$ cat config.mk
export PLATFORM = sky130hd
export DESIGN_NAME = srdz_div
export DESIGN_NICKNAME = d
export VERILOG_FILES = /design/src/design/stick_radial_dead_zone_macros.svh /design/src/design/srdz_pkg.sv /design/src/design/srdz_div.sv
export SDC_FILE = /design/constraint.sdc
export NUM_CORES = 1
export LEC_CHECK = 0
export BUFFER_PORTS_ARGS = -buffer_cell sky130_fd_sc_hd__buf_4
export CAP_MARGIN = 20
export CORE_ASPECT_RATIO = 2
export CORE_MARGIN = 5
export CORE_UTILIZATION = 62
export CTS_CLUSTER_SIZE = 8
export DETAILED_ROUTE_END_ITERATION = 8
export GPL_TIMING_DRIVEN = 0
export PLACE_DENSITY = 0.79
export SYNTH_ARGS = -nofsm -noshare
export SYNTH_HDL_FRONTEND = slang
export SYNTH_SLANG_ARGS = --single-unit
$ cat constraint.sdc
create_clock -name clk -period 3.1 [get_ports clk]
set_input_delay 0.62 -clock clk [delete_from_list [all_inputs] [get_ports clk]]
set_output_delay 0.62 -clock clk [all_outputs]
set_load 0.02 [all_outputs]
$ cat src/design/stick_radial_dead_zone_macros.svh
// assertion macros for the stick radial dead zone block
`ifndef STICK_RADIAL_DEAD_ZONE_MACROS_SVH
`define STICK_RADIAL_DEAD_ZONE_MACROS_SVH
`ifndef SYNTHESIS
`define SRDZ_ASSERT(lbl, ck, rstn, prop) \
	lbl: assert property (@(posedge ck) disable iff (!rstn) prop) \
		else $error("assertion failed");
`define SRDZ_ASSERT_ALWAYS(lbl, ck, prop) \
	lbl: assert property (@(posedge ck) prop) \
		else $error("assertion failed");
`else
`define SRDZ_ASSERT(lbl, ck, rstn, prop)
`define SRDZ_ASSERT_ALWAYS(lbl, ck, prop)
`endif
`endif

$ cat src/design/srdz_pkg.sv
// shared types and constants of the stick radial dead zone block
package srdz_pkg;

	localparam int AXIS_W   = 16;
	localparam int MAG_W    = 16;
	localparam int SQ_W     = 32;
	localparam int ROOT_W   = 16;
	localparam int DZ_W     = 15;
	localparam int M_W      = 15;
	localparam int ADDR_W   = 2;
	localparam int DATA_W   = 32;
	localparam int OUT_FULL = 32767;
	localparam int DZ_RESET = 10813;

	localparam logic [ADDR_W-1:0] ADDR_DZ = '0;

	typedef struct packed {
		logic signed [AXIS_W-1:0] axis_x;
		logic signed [AXIS_W-1:0] axis_y;
		logic                     stick_select;
	} sample_t;

	typedef struct packed {
		logic signed [AXIS_W-1:0] vector_x;
		logic signed [AXIS_W-1:0] vector_y;
		logic                     outside_dead_zone;
		logic                     stick_id;
	} result_t;

endpackage

$ cat src/design/srdz_div.sv
// pipelined restoring divider, one quotient bit per stage
module srdz_div #(
	parameter int DW     = 15,
	parameter int QW     = 15,
	parameter int SIDE_W = 1
) (
	input  logic                 clk,
	input  logic                 arst_n,
	input  logic                 in_valid,
	input  logic [QW+DW-1:0]     dividend,
	input  logic [DW-1:0]        divisor,
	input  logic [SIDE_W-1:0]    in_side,
	output logic                 out_valid,
	output logic [QW-1:0]        quotient,
	output logic [SIDE_W-1:0]    out_side
);
	import srdz_pkg::*;

	// the dividend is below divisor times 2^QW, so its top bits start as the remainder
	logic              vld  [0:QW];
	logic [DW-1:0]     rem  [0:QW];
	logic [QW-1:0]     lo   [0:QW];
	logic [DW-1:0]     dv   [0:QW];
	logic [QW-1:0]     quo  [0:QW];
	logic [SIDE_W-1:0] side [0:QW];

	assign vld[0]  = in_valid;
	assign rem[0]  = dividend[QW+DW-1:QW];
	assign lo[0]   = dividend[QW-1:0];
	assign dv[0]   = divisor;
	assign quo[0]  = '0;
	assign side[0] = in_side;

	for (genvar i = 0; i < QW; i++) begin : g_stage
		logic [DW:0] rem_sh;
		logic [DW:0] diff;
		logic        ge;

		always_comb begin
			rem_sh = {rem[i], lo[i][QW-1]};
			ge     = rem_sh >= {1'b0, dv[i]};
			diff   = rem_sh - {1'b0, dv[i]};
		end

		always_ff @(posedge clk or negedge arst_n) begin
			if (!arst_n) begin
				vld[i+1] <= 1'b0;
			end else begin
				vld[i+1] <= vld[i];
			end
		end

		always_ff @(posedge clk) begin
			rem[i+1]  <= ge ? diff[DW-1:0] : rem_sh[DW-1:0];
			lo[i+1]   <= lo[i] << 1;
			dv[i+1]   <= dv[i];
			quo[i+1]  <= {quo[i][QW-2:0], ge};
			side[i+1] <= side[i];
		end
	end

	assign out_valid = vld[QW];
	assign quotient  = quo[QW];
	assign out_side  = side[QW];

endmodule

==> flow_summary.toml <==
[power]
p_per_area_mw_per_mm2 = 1230
ir_drop_v = 0.000575
leakage_nw = 14.5

[grt]
overflow = 0
antenna_found_initial = 2
grt_pass1_wl_um = 109000
grt_max_degree = 16
first_global_vias = 21800
grt.total_usage_pct = 29.7

[timing]
slew_headroom_pct = 30.7
setup_slack_ns = 0.0434
fin_crit_sh_pct = 98.6
min_period_ns = 3.06
clock_skew_ns = 0.0250
worst_pin_slew_ns = 1.03
setup_viol = 0
hold-worst-slack_ns = 0.0847
report.final.slew_viol_count = 0
final_hold_viol_count = 0
rsz0062_at_grt = "yes"
fmax_mhz = 327

[layout]
num_antenna_cells = 0
area_growth_syn_to_layout_pct = 14.8
drive_gt1_share_pct = 10.9
final_nets = 3202
final_util_pct = 71.7

[synthesis]
syn_avg_cell_area_um2 = 9.91
synth_ff_type = "dfxtp_1"
synth-seq-cells = 675
synth_top_area_cell = "dfxtp_1"
synth.yosys.warnings = 0
netlist.area_leader.share_pct = 48.7
asyncSetResetFlopFracSynth_pct = 2.22
synth_area_mm2 = 0.0271
syn_inst = 2734
syn_nets = 3022
synth_area_leaders = "dfxtp_1 (49%), ha_1 (10%), inv_1 (4.2%)"
ys_seq_area_share_pct = 50.1
synthDistinctLibCells = 74
synth_edf_count = 0

[setup_path]
cp.required_ns = 3.59
cp.arrival_ns = 3.55
cp-end-kind = "register"
r2r_setup_slack_ns = 0.04
startpoint_type = "register"
critical_path_class = "register to register"
r2r_start = "dv[135]"
worstSetupStartpoint = "dv[135]"
worstPathMaxFanout = 10

[min_path]
hold_path.class = "input port to register"
min-delay-start = "dividend[0]"

[floorplan]
die_h_um = 306
initial_utilization_pct = 62.5
num_rows = 108
die_w_um = 158
core_area_mm2 = 0.0434
io_pins = 66
dieArea_mm2 = 0.0483

[place]
gp_congestion = 1.01
io_buffers = 65
preCtsSetupSlack_ns = -0.363
dpl.hpwl_um = 54700

[job]
max-cap-violations = 0

[route]
drt-total-wl_um = 71500
drtIter0Drc = 984
first_pass_iters = 5
vias = 20200
via_per_inst = 5.82
ant_nets = 0
wl_per_cell_um = 20.6
drc = 0

[clock_network]
clkSinkCount = 675
insertion_delay_ns = 0.64
cts_tree = "built"
root_buffer = "clkbuf_16"
clock_path_buffers = 3
numCtsBuffers = 94
cts.clk_slew.worst_paths_ns = 0.05
h-tree-depth = 3

[status]
status = "completed"
-- worst paths after layout --
kind                       depth (start not counted)                    end
min in group asynchronous                          2                 vld[6]
min                                                1                lo[211]
max                                                9  g_stage[7].rem_sh[11]
max reg2reg                                        9  g_stage[7].rem_sh[11]
min reg2reg                                        0                lo[159]
max in group asynchronous                          2                 vld[9]
-- flip-flops by register name, indices dropped and copies added (netlist names) --
name and count:
quo 105, lo 91, out_valid 1, g_stage.rem_sh 224, out_side 1, dv 210
vld 14, side 14, quotient 15
-- per-layer routing --
| metal | GRT usage (%) | vias to the layer above | share of wire [%] |
|---|---|---|---|
| li1 | - | 9692 | - |
| met1 | 18.8 | 9462 | 26 |
| met2 | 58.3 | 672 | 57 |
| met3 | 5.80 | 401 | 3.7 |
| met4 | 34.9 | 0 | 14 |
| met5 | 0 | - | 0 |
-- per-stage QoR --
stage	cell area [um2]	total power, W	cells	TNS, ns
2_1_floorplan	27100	0.0238	2734	0
3_3_place_gp	28300	0.0279	3349	-13.38
3_5_place_dp	28300	0.0286	3349	-16.77
4_1_cts	31000	0.0380	3469	0
5_1_grt	31100	0.0406	3475	-0.0136
6_report	31100	0.0384	3475	0
-- kinds of logic (layout without fill, tap and decap cells) --
| logic type | Yosys count | in the layout | share of synthesized area, % |
|---|---|---|---|
| buf+inv | 355 | 546 | 5.36 |
| simple gates | 594 | 594 | 10.1 |
| xor+xnor | 139 | 139 | 4.49 |
| flops | 675 | 675 | 50.1 |
| mux | 60 | 60 | 2.45 |
| compound gates | 672 | 672 | 16.0 |
| fa+ha+maj | 239 | 239 | 11.4 |
-- cells in the mapped netlist, types with 13 or more instances --
cell type and instances:
a211oi_1 16, o21bai_1 19, o21a_1 50, inv_1 300, o31ai_1 33, dfxtp_1 660, a31oi_1 16, nand3_1 18
nor2_1 168, ha_1 225, a21o_1 57, nand2b_1 31, nor3_1 45, nand2_1 196, fa_1 14, and3_1 13
buf_2 13, nand4_1 23, a21oi_1 174, clkbuf_1 21, o21ai_0 193, mux2_2 50, dfrtp_1 15, xor2_1 61
nor2b_1 49, xnor2_1 78, buf_4 15, and2_1 13
-- layout by cell type (no fill, tap or decap), drive strengths merged, types with 6 or more instances in the layout --
| cell type | instances |
|---|---|
| mux2i | 9 |
| a21oi | 175 |
| nand4 | 23 |
| dfxtp | 660 |
| inv | 302 |
| a221o | 6 |
| clkbuf | 121 |
| nand2 | 197 |
| o311ai | 9 |
| nor2 | 168 |
| o31a | 11 |
| nand3 | 18 |
| and3 | 13 |
| or2 | 6 |
| a21o | 57 |
| and2 | 13 |
| o21a | 50 |
| ha | 225 |
| xor2 | 61 |
| a31oi | 16 |
| a211oi | 17 |
| nand2b | 31 |
| or3 | 12 |
| dfrtp | 15 |
| and4 | 6 |
| nor3 | 45 |
| o211a | 6 |
| mux2 | 51 |
| a31o | 6 |
| o31ai | 36 |
| xnor2 | 78 |
| fa | 14 |
| buf | 116 |
| o21ai | 198 |
| o211ai | 8 |
| a21boi | 10 |
| nor2b | 49 |
| nor4 | 8 |
| o21bai | 19 |
-- repair_timing --
item                                    in CTS  in global routing
endpoints found under the setup margin      87                 87
endpoints found under the hold margin       15                  0
hold buffers                                 1                  0
buffers inserted                            12                  5
gates resized for setup                     12                 23
gates cloned                                 0                  0
pin swaps                                    5                  6
-- critical path: stages (launching register included) --
cell and delay, ns:
dfxtp_1 0.47, ha_1 0.26, fa_1 0.23, nor2b_1 0.08, o31ai_1 0.46, a21oi_1 0.23
nor3_1 0.41, o31ai_4 0.09, buf_2 0.27, a21oi_2 0.41
-- power by group --
| part | internal [W] | switching (W) |
|---|---|---|
| sequential | 0.0113 | 0.00122 |
| combinational | 0.00701 | 0.00997 |
| clock | 0.00539 | 0.00358 |
| total | 0.0236 | 0.0148 |
-- area by class of cell --
type                       count  area, um2
multi-input combinational   1704      12200
tap                          550        688
fill                        3082      12300
buffer                        55        339
timing repair buffer          84        643
inverter                     300       1130
sequential                   675      13600
clock inverter                 8        184
clock buffer                  99       2370
(Power assumes the default switching activity.)
