--- src/design/stick_radial_dead_zone_macros.svh ---
// assertion macros for the stick radial dead zone block
`ifndef STICK_RADIAL_DEAD_ZONE_MACROS_SVH
`define STICK_RADIAL_DEAD_ZONE_MACROS_SVH
`ifndef SYNTHESIS
`define SRDZ_ASSERT(lbl, ck, rstn, prop) \
	lbl: assert property (@(posedge ck) disable iff (!rstn) prop) \
		else $error("assertion failed");
`define SRDZ_ASSERT_ALWAYS(lbl, ck, prop) \
	lbl: assert property (@(posedge ck) prop) \
		else $error("assertion failed");
`else
`define SRDZ_ASSERT(lbl, ck, rstn, prop)
`define SRDZ_ASSERT_ALWAYS(lbl, ck, prop)
`endif
`endif

--- src/design/srdz_pkg.sv ---
// shared types and constants of the stick radial dead zone block
package srdz_pkg;

	localparam int AXIS_W   = 16;
	localparam int MAG_W    = 16;
	localparam int SQ_W     = 32;
	localparam int ROOT_W   = 16;
	localparam int DZ_W     = 15;
	localparam int M_W      = 15;
	localparam int ADDR_W   = 2;
	localparam int DATA_W   = 32;
	localparam int OUT_FULL = 32767;
	localparam int DZ_RESET = 10813;

	localparam logic [ADDR_W-1:0] ADDR_DZ = '0;

	typedef struct packed {
		logic signed [AXIS_W-1:0] axis_x;
		logic signed [AXIS_W-1:0] axis_y;
		logic                     stick_select;
	} sample_t;

	typedef struct packed {
		logic signed [AXIS_W-1:0] vector_x;
		logic signed [AXIS_W-1:0] vector_y;
		logic                     outside_dead_zone;
		logic                     stick_id;
	} result_t;

endpackage

--- src/design/srdz_sqrt.sv ---
// pipelined integer square root, one result bit per stage
module srdz_sqrt #(
	parameter int SIDE_W = 1
) (
	input  logic                        clk,
	input  logic                        arst_n,
	input  logic                        in_valid,
	input  logic [srdz_pkg::SQ_W-1:0]   radicand,
	input  logic [SIDE_W-1:0]           in_side,
	output logic                        out_valid,
	output logic [srdz_pkg::ROOT_W-1:0] root,
	output logic [SIDE_W-1:0]           out_side
);
	import srdz_pkg::*;

	localparam int REM_W = ROOT_W + 3;

	logic              vld  [0:ROOT_W];
	logic [SQ_W-1:0]   rad  [0:ROOT_W];
	logic [REM_W-1:0]  rem  [0:ROOT_W];
	logic [ROOT_W-1:0] rt   [0:ROOT_W];
	logic [SIDE_W-1:0] side [0:ROOT_W];

	assign vld[0]  = in_valid;
	assign rad[0]  = radicand;
	assign rem[0]  = '0;
	assign rt[0]   = '0;
	assign side[0] = in_side;

	for (genvar i = 0; i < ROOT_W; i++) begin : g_stage
		logic [REM_W-1:0] rem_sh;
		logic [REM_W-1:0] trial;
		logic             ge;

		always_comb begin
			rem_sh = {rem[i][REM_W-3:0], rad[i][SQ_W-1:SQ_W-2]};
			trial  = {1'b0, rt[i], 2'b01};
			ge     = rem_sh >= trial;
		end

		always_ff @(posedge clk or negedge arst_n) begin
			if (!arst_n) begin
				vld[i+1] <= 1'b0;
			end else begin
				vld[i+1] <= vld[i];
			end
		end

		always_ff @(posedge clk) begin
			rad[i+1]  <= {rad[i][SQ_W-3:0], 2'b00};
			rem[i+1]  <= ge ? (rem_sh - trial) : rem_sh;
			rt[i+1]   <= {rt[i][ROOT_W-2:0], ge};
			side[i+1] <= side[i];
		end
	end

	assign out_valid = vld[ROOT_W];
	assign root      = rt[ROOT_W];
	assign out_side  = side[ROOT_W];

endmodule

--- config.mk ---
export PLATFORM = sky130hd
export DESIGN_NAME = srdz_sqrt
export DESIGN_NICKNAME = d
export VERILOG_FILES = /design/src/design/stick_radial_dead_zone_macros.svh /design/src/design/srdz_pkg.sv /design/src/design/srdz_sqrt.sv
export SDC_FILE = /design/constraint.sdc
export NUM_CORES = 1
export LEC_CHECK = 0
export BUFFER_PORTS_ARGS = -buffer_cell sky130_fd_sc_hd__buf_4
export CORE_ASPECT_RATIO = 0.9
export CORE_MARGIN = 1.5
export CORE_UTILIZATION = 50
export DETAILED_ROUTE_END_ITERATION = 10
export PLACE_DENSITY = 0.68
export SETUP_SLACK_MARGIN = 0.02
export SYNTH_ARGS = -nofsm -noshare
export SYNTH_HDL_FRONTEND = slang
export SYNTH_SLANG_ARGS = --single-unit
--- constraint.sdc ---
create_clock -name clk -period 6.6 [get_ports clk]
set_clock_uncertainty 0.1 [all_clocks]
set_input_delay 1.32 -clock clk [delete_from_list [all_inputs] [get_ports clk]]
set_output_delay 1.32 -clock clk [all_outputs]
set_load 0.03 [all_outputs]
==> flow_metrics.tcl <==
set metrics [dict create \
    cp_max_fo 25 \
    synth_edf_count 0 \
    cts_buffers 61 \
    worst_pin_slew_ns 1.128 \
    postCtsSetupRepairBufs 0 \
    ctsHtreeMaxLevel 2 \
    critPathBufInv 3 \
    clock_sinks 645 \
    wire_per_inst_um 14.09 \
    cp_slowest_stage_delay_ns 0.64 \
    place_inst 2808 \
    nFillCells 3800 \
    rsz0062_at_grt "false" \
    worst_ep_required_time_ns 7.01 \
    seq_power_share_pct 46.4 \
    cts.reportedPaths.clkPinSlew_ns 0.06 \
    portBuffers 53 \
    ir_worst_vdd_uv 295.5 \
    fin_ws_ns 3.293 \
    ys_seq_area_share_pct 56.68 \
    die_x_um 228.7 \
    drc_errors 0 \
    synthDistinctLibCells 83 \
    hold_viol 0 \
    crit_top_cell "inv_1" \
    clock_power_share_pct 33.9 \
    fin_util_pct 57.80 \
    cts_buffer_depth 3 \
    maxCapViolations 0 \
    end_kind "flop" \
    drv_slew 0 \
    synth_top_area_cell "dfxtp_1" \
    drive_gt1_share_pct 9.303 \
    ys.flop_type "dfxtp_1" \
    swShare_pct 28.28 \
    fp.dieArea_mm2 0.04714 \
    fmax_ghz 0.3024 \
    post_cts_resized 0 \
    switchingPower_mw 3.074 \
    root_buffer "clkbuf_16" \
    grt_start_max_net_pins 27 \
    min_period_ns 3.307 \
    vias 14820 \
    num_rows 74 \
    fin_crit_sh_pct 50.10 \
    grt_util_all_layers_pct 17.64 \
    combPwrFrac_pct 19.7 \
    tns_ns 0 \
    grt_pass1_vias 14150 \
    antenna_found_initial 1 \
    r2r_setup_slack_ns 3.29 \
    critPathKind "flop to flop" \
    cts_tree "yes" \
    cp_data_arrival_time_ns 3.71 \
    synth_area_mm2 0.02292 \
    yosysTopAreaCellShare_pct 54.93 \
    drtPass1Iterations 5 \
    syn_to_final_growth_pct 14.16 \
    postSynthCellCount 2174 \
    die_h_um 206.1 \
    crit_family "simple AND/OR/NAND/NOR gates" \
    core_region_area_mm2 0.04528 \
    cts_hold_buf 0 \
    cp_slowest_cell "or4_1" \
    drt-initial-drc-count 963 \
    initial_core_util_pct 50.63 \
    syn_nets 2362 \
    start_kind "flop" \
    status "finished clean" \
    via_per_inst 5.076 \
    yosysWarningCount 0 \
    setup_violations 0 \
    gr-total-overflow 0 \
    place_hpwl_um 30440 \
    diodes 0 \
    max_slew_margin_pct 24.49 \
    synth_area_per_cell_um2 10.54 \
    place_ws_ns 3.355 \
    yosys-top-cells-area "dfxtp_1 55%, ha_1 8.3%, xor2_1 3.4%" \
    nets 2451 \
    holdCritPathClass "flop to flop" \
    intPower_mw 7.794 \
    worst_skew_pair.late_latency_ns 0.63 \
    crit_chain "inv_1 > ha_1 > inv_1 > or4_1 > nor4_1 > nor3_1 > o21ai_1 > buf_4 > mux2_2" \
    grt_pass1_wl_um 68400 \
    synth.ff_latch_count 645 \
    fin_cells 2919 \
    power_leakage_nw 12.26 \
    drt-total-wl_um 41130 \
    place.gp.congestion 0.9339 \
    ant_nets 0 \
    power_density_mw_per_mm2 415.3 \
    ys_async_sr_fraction_pct 2.481 \
    num_io_pins 54 \
]
## registers in the layout, summed over array words and instances, names as in the netlist
name            flops
g_stage.rem_sh    267
rad               210
g_stage.trial     120
root               16
side               15
vld                15
out_side            1
out_valid           1
## Yosys cell counts, types with 4 or more instances
cell and number:
nor3_1 46, or2_2 9, o21a_1 35, o31ai_1 20, dfrtp_1 16, xnor2_1 75, or4_1 14, a31oi_1 10
clkbuf_1 12, nor4_1 32, nand4_1 17, o21ai_0 89, o31a_1 5, and2_1 16, a21o_1 29, a21oi_1 139
xor2_1 88, nor2b_1 21, buf_2 18, nor3b_1 6, nand3_1 27, o41ai_1 4, nand3b_1 6, ha_1 152
nor4b_1 5, nor2_1 153, inv_1 189, or3_1 20, and3_1 13, dfxtp_1 629, o211ai_1 10, nand2_1 109
mux2i_1 12, o21bai_1 12, mux2_2 19, a211oi_1 12, nand2b_1 30, o22ai_1 6
## area by class of cell
cell class | count | area (um2) | share of cell area [%]
repair buffers | 58 | 435.4 | 1.664
well taps | 608 | 760.7 | 2.907
inverters | 195 | 732.0 | 2.797
clock inverters | 29 | 484.2 | 1.850
clock buffers | 82 | 1715 | 6.555
flip-flops and latches | 645 | 12990 | 49.65
multi-input cells | 1302 | 9049 | 34.58
## metal layers
metal  GRT usage [%]  vias up  wire, um
li1                -     7571         -
met1           24.98     6826     20560
met2           27.21      331     17540
met3           3.408       88      2112
met4           5.440        0       918
met5               0        -         0
## worst reg2reg max path: stages, from the launching register on
cell and delay (ns):
dfxtp_1 0.32, inv_1 0.04, ha_1 0.42, inv_1 0.12, or4_1 0.64, nor4_1 0.58
nor3_1 0.17, o21ai_1 0.12, buf_4 0.30, mux2_2 0.39
## placed cells by master (no fill, tap or decap), types with 58 or more instances in the layout
cell type,Yosys,routed
a21oi_1,139,139
buf_4,1,58
clkbuf_16,0,61
dfxtp_1,629,629
ha_1,152,152
inv_1,189,189
nand2_1,109,109
nor2_1,153,153
o21ai_0,89,89
xnor2_1,75,75
xor2_1,88,88
## power by group through the flow
stage                     sequential, mW  combinational [mW]  clock [mW]
after floorplan                     4.99                1.68           0
after global placement              5.11                2.07           0
after detailed placement            5.12                2.11           0
after CTS                           5.04                2.13        3.79
after global routing                5.11                2.42        3.95
final                               5.04                2.14        3.69
## cells by family (layout without fill, tap and decap cells)
| family | count (synthesis) | in the layout | share of synthesized area, % |
|---|---|---|---|
| xor gates and xnor gates | 164 | 164 | 6.299 |
| buffers and inverters | 227 | 364 | 3.865 |
| adders and majority gates | 152 | 152 | 8.297 |
| other | 1 | 1 | 0.01636 |
| AOI/OAI and AO/OA | 408 | 408 | 11.12 |
| and+or+nand+nor | 545 | 545 | 12.21 |
| DFF | 645 | 645 | 56.68 |
| muxes | 32 | 32 | 1.507 |
## per-stage QoR
step | cell area [um2] | power, mW | hold WS [ns]
2_1_floorplan | 22920 | 6.666 | 0.2096
3_3_place_gp | 23970 | 7.180 | 0.2097
3_5_place_dp | 23970 | 7.234 | 0.2121
4_1_cts | 26170 | 10.96 | 0.2070
5_1_grt | 26170 | 11.48 | 0.2168
6_report | 26170 | 10.87 | 0.1993
## final timing paths
path,startpoint,endpoint,cells after the start
worst min-delay path,rad[375],rad[345],0
worst max-delay path,g_stage[12].trial[12],g_stage[13].rem_sh[6],9
min in group asynchronous,arst_n,vld[15],1
worst min register to register,rad[375],rad[345],0
worst max register to register,g_stage[12].trial[12],g_stage[13].rem_sh[6],9
max in group asynchronous,arst_n,vld[5],1
(Power assumes the default switching activity.)
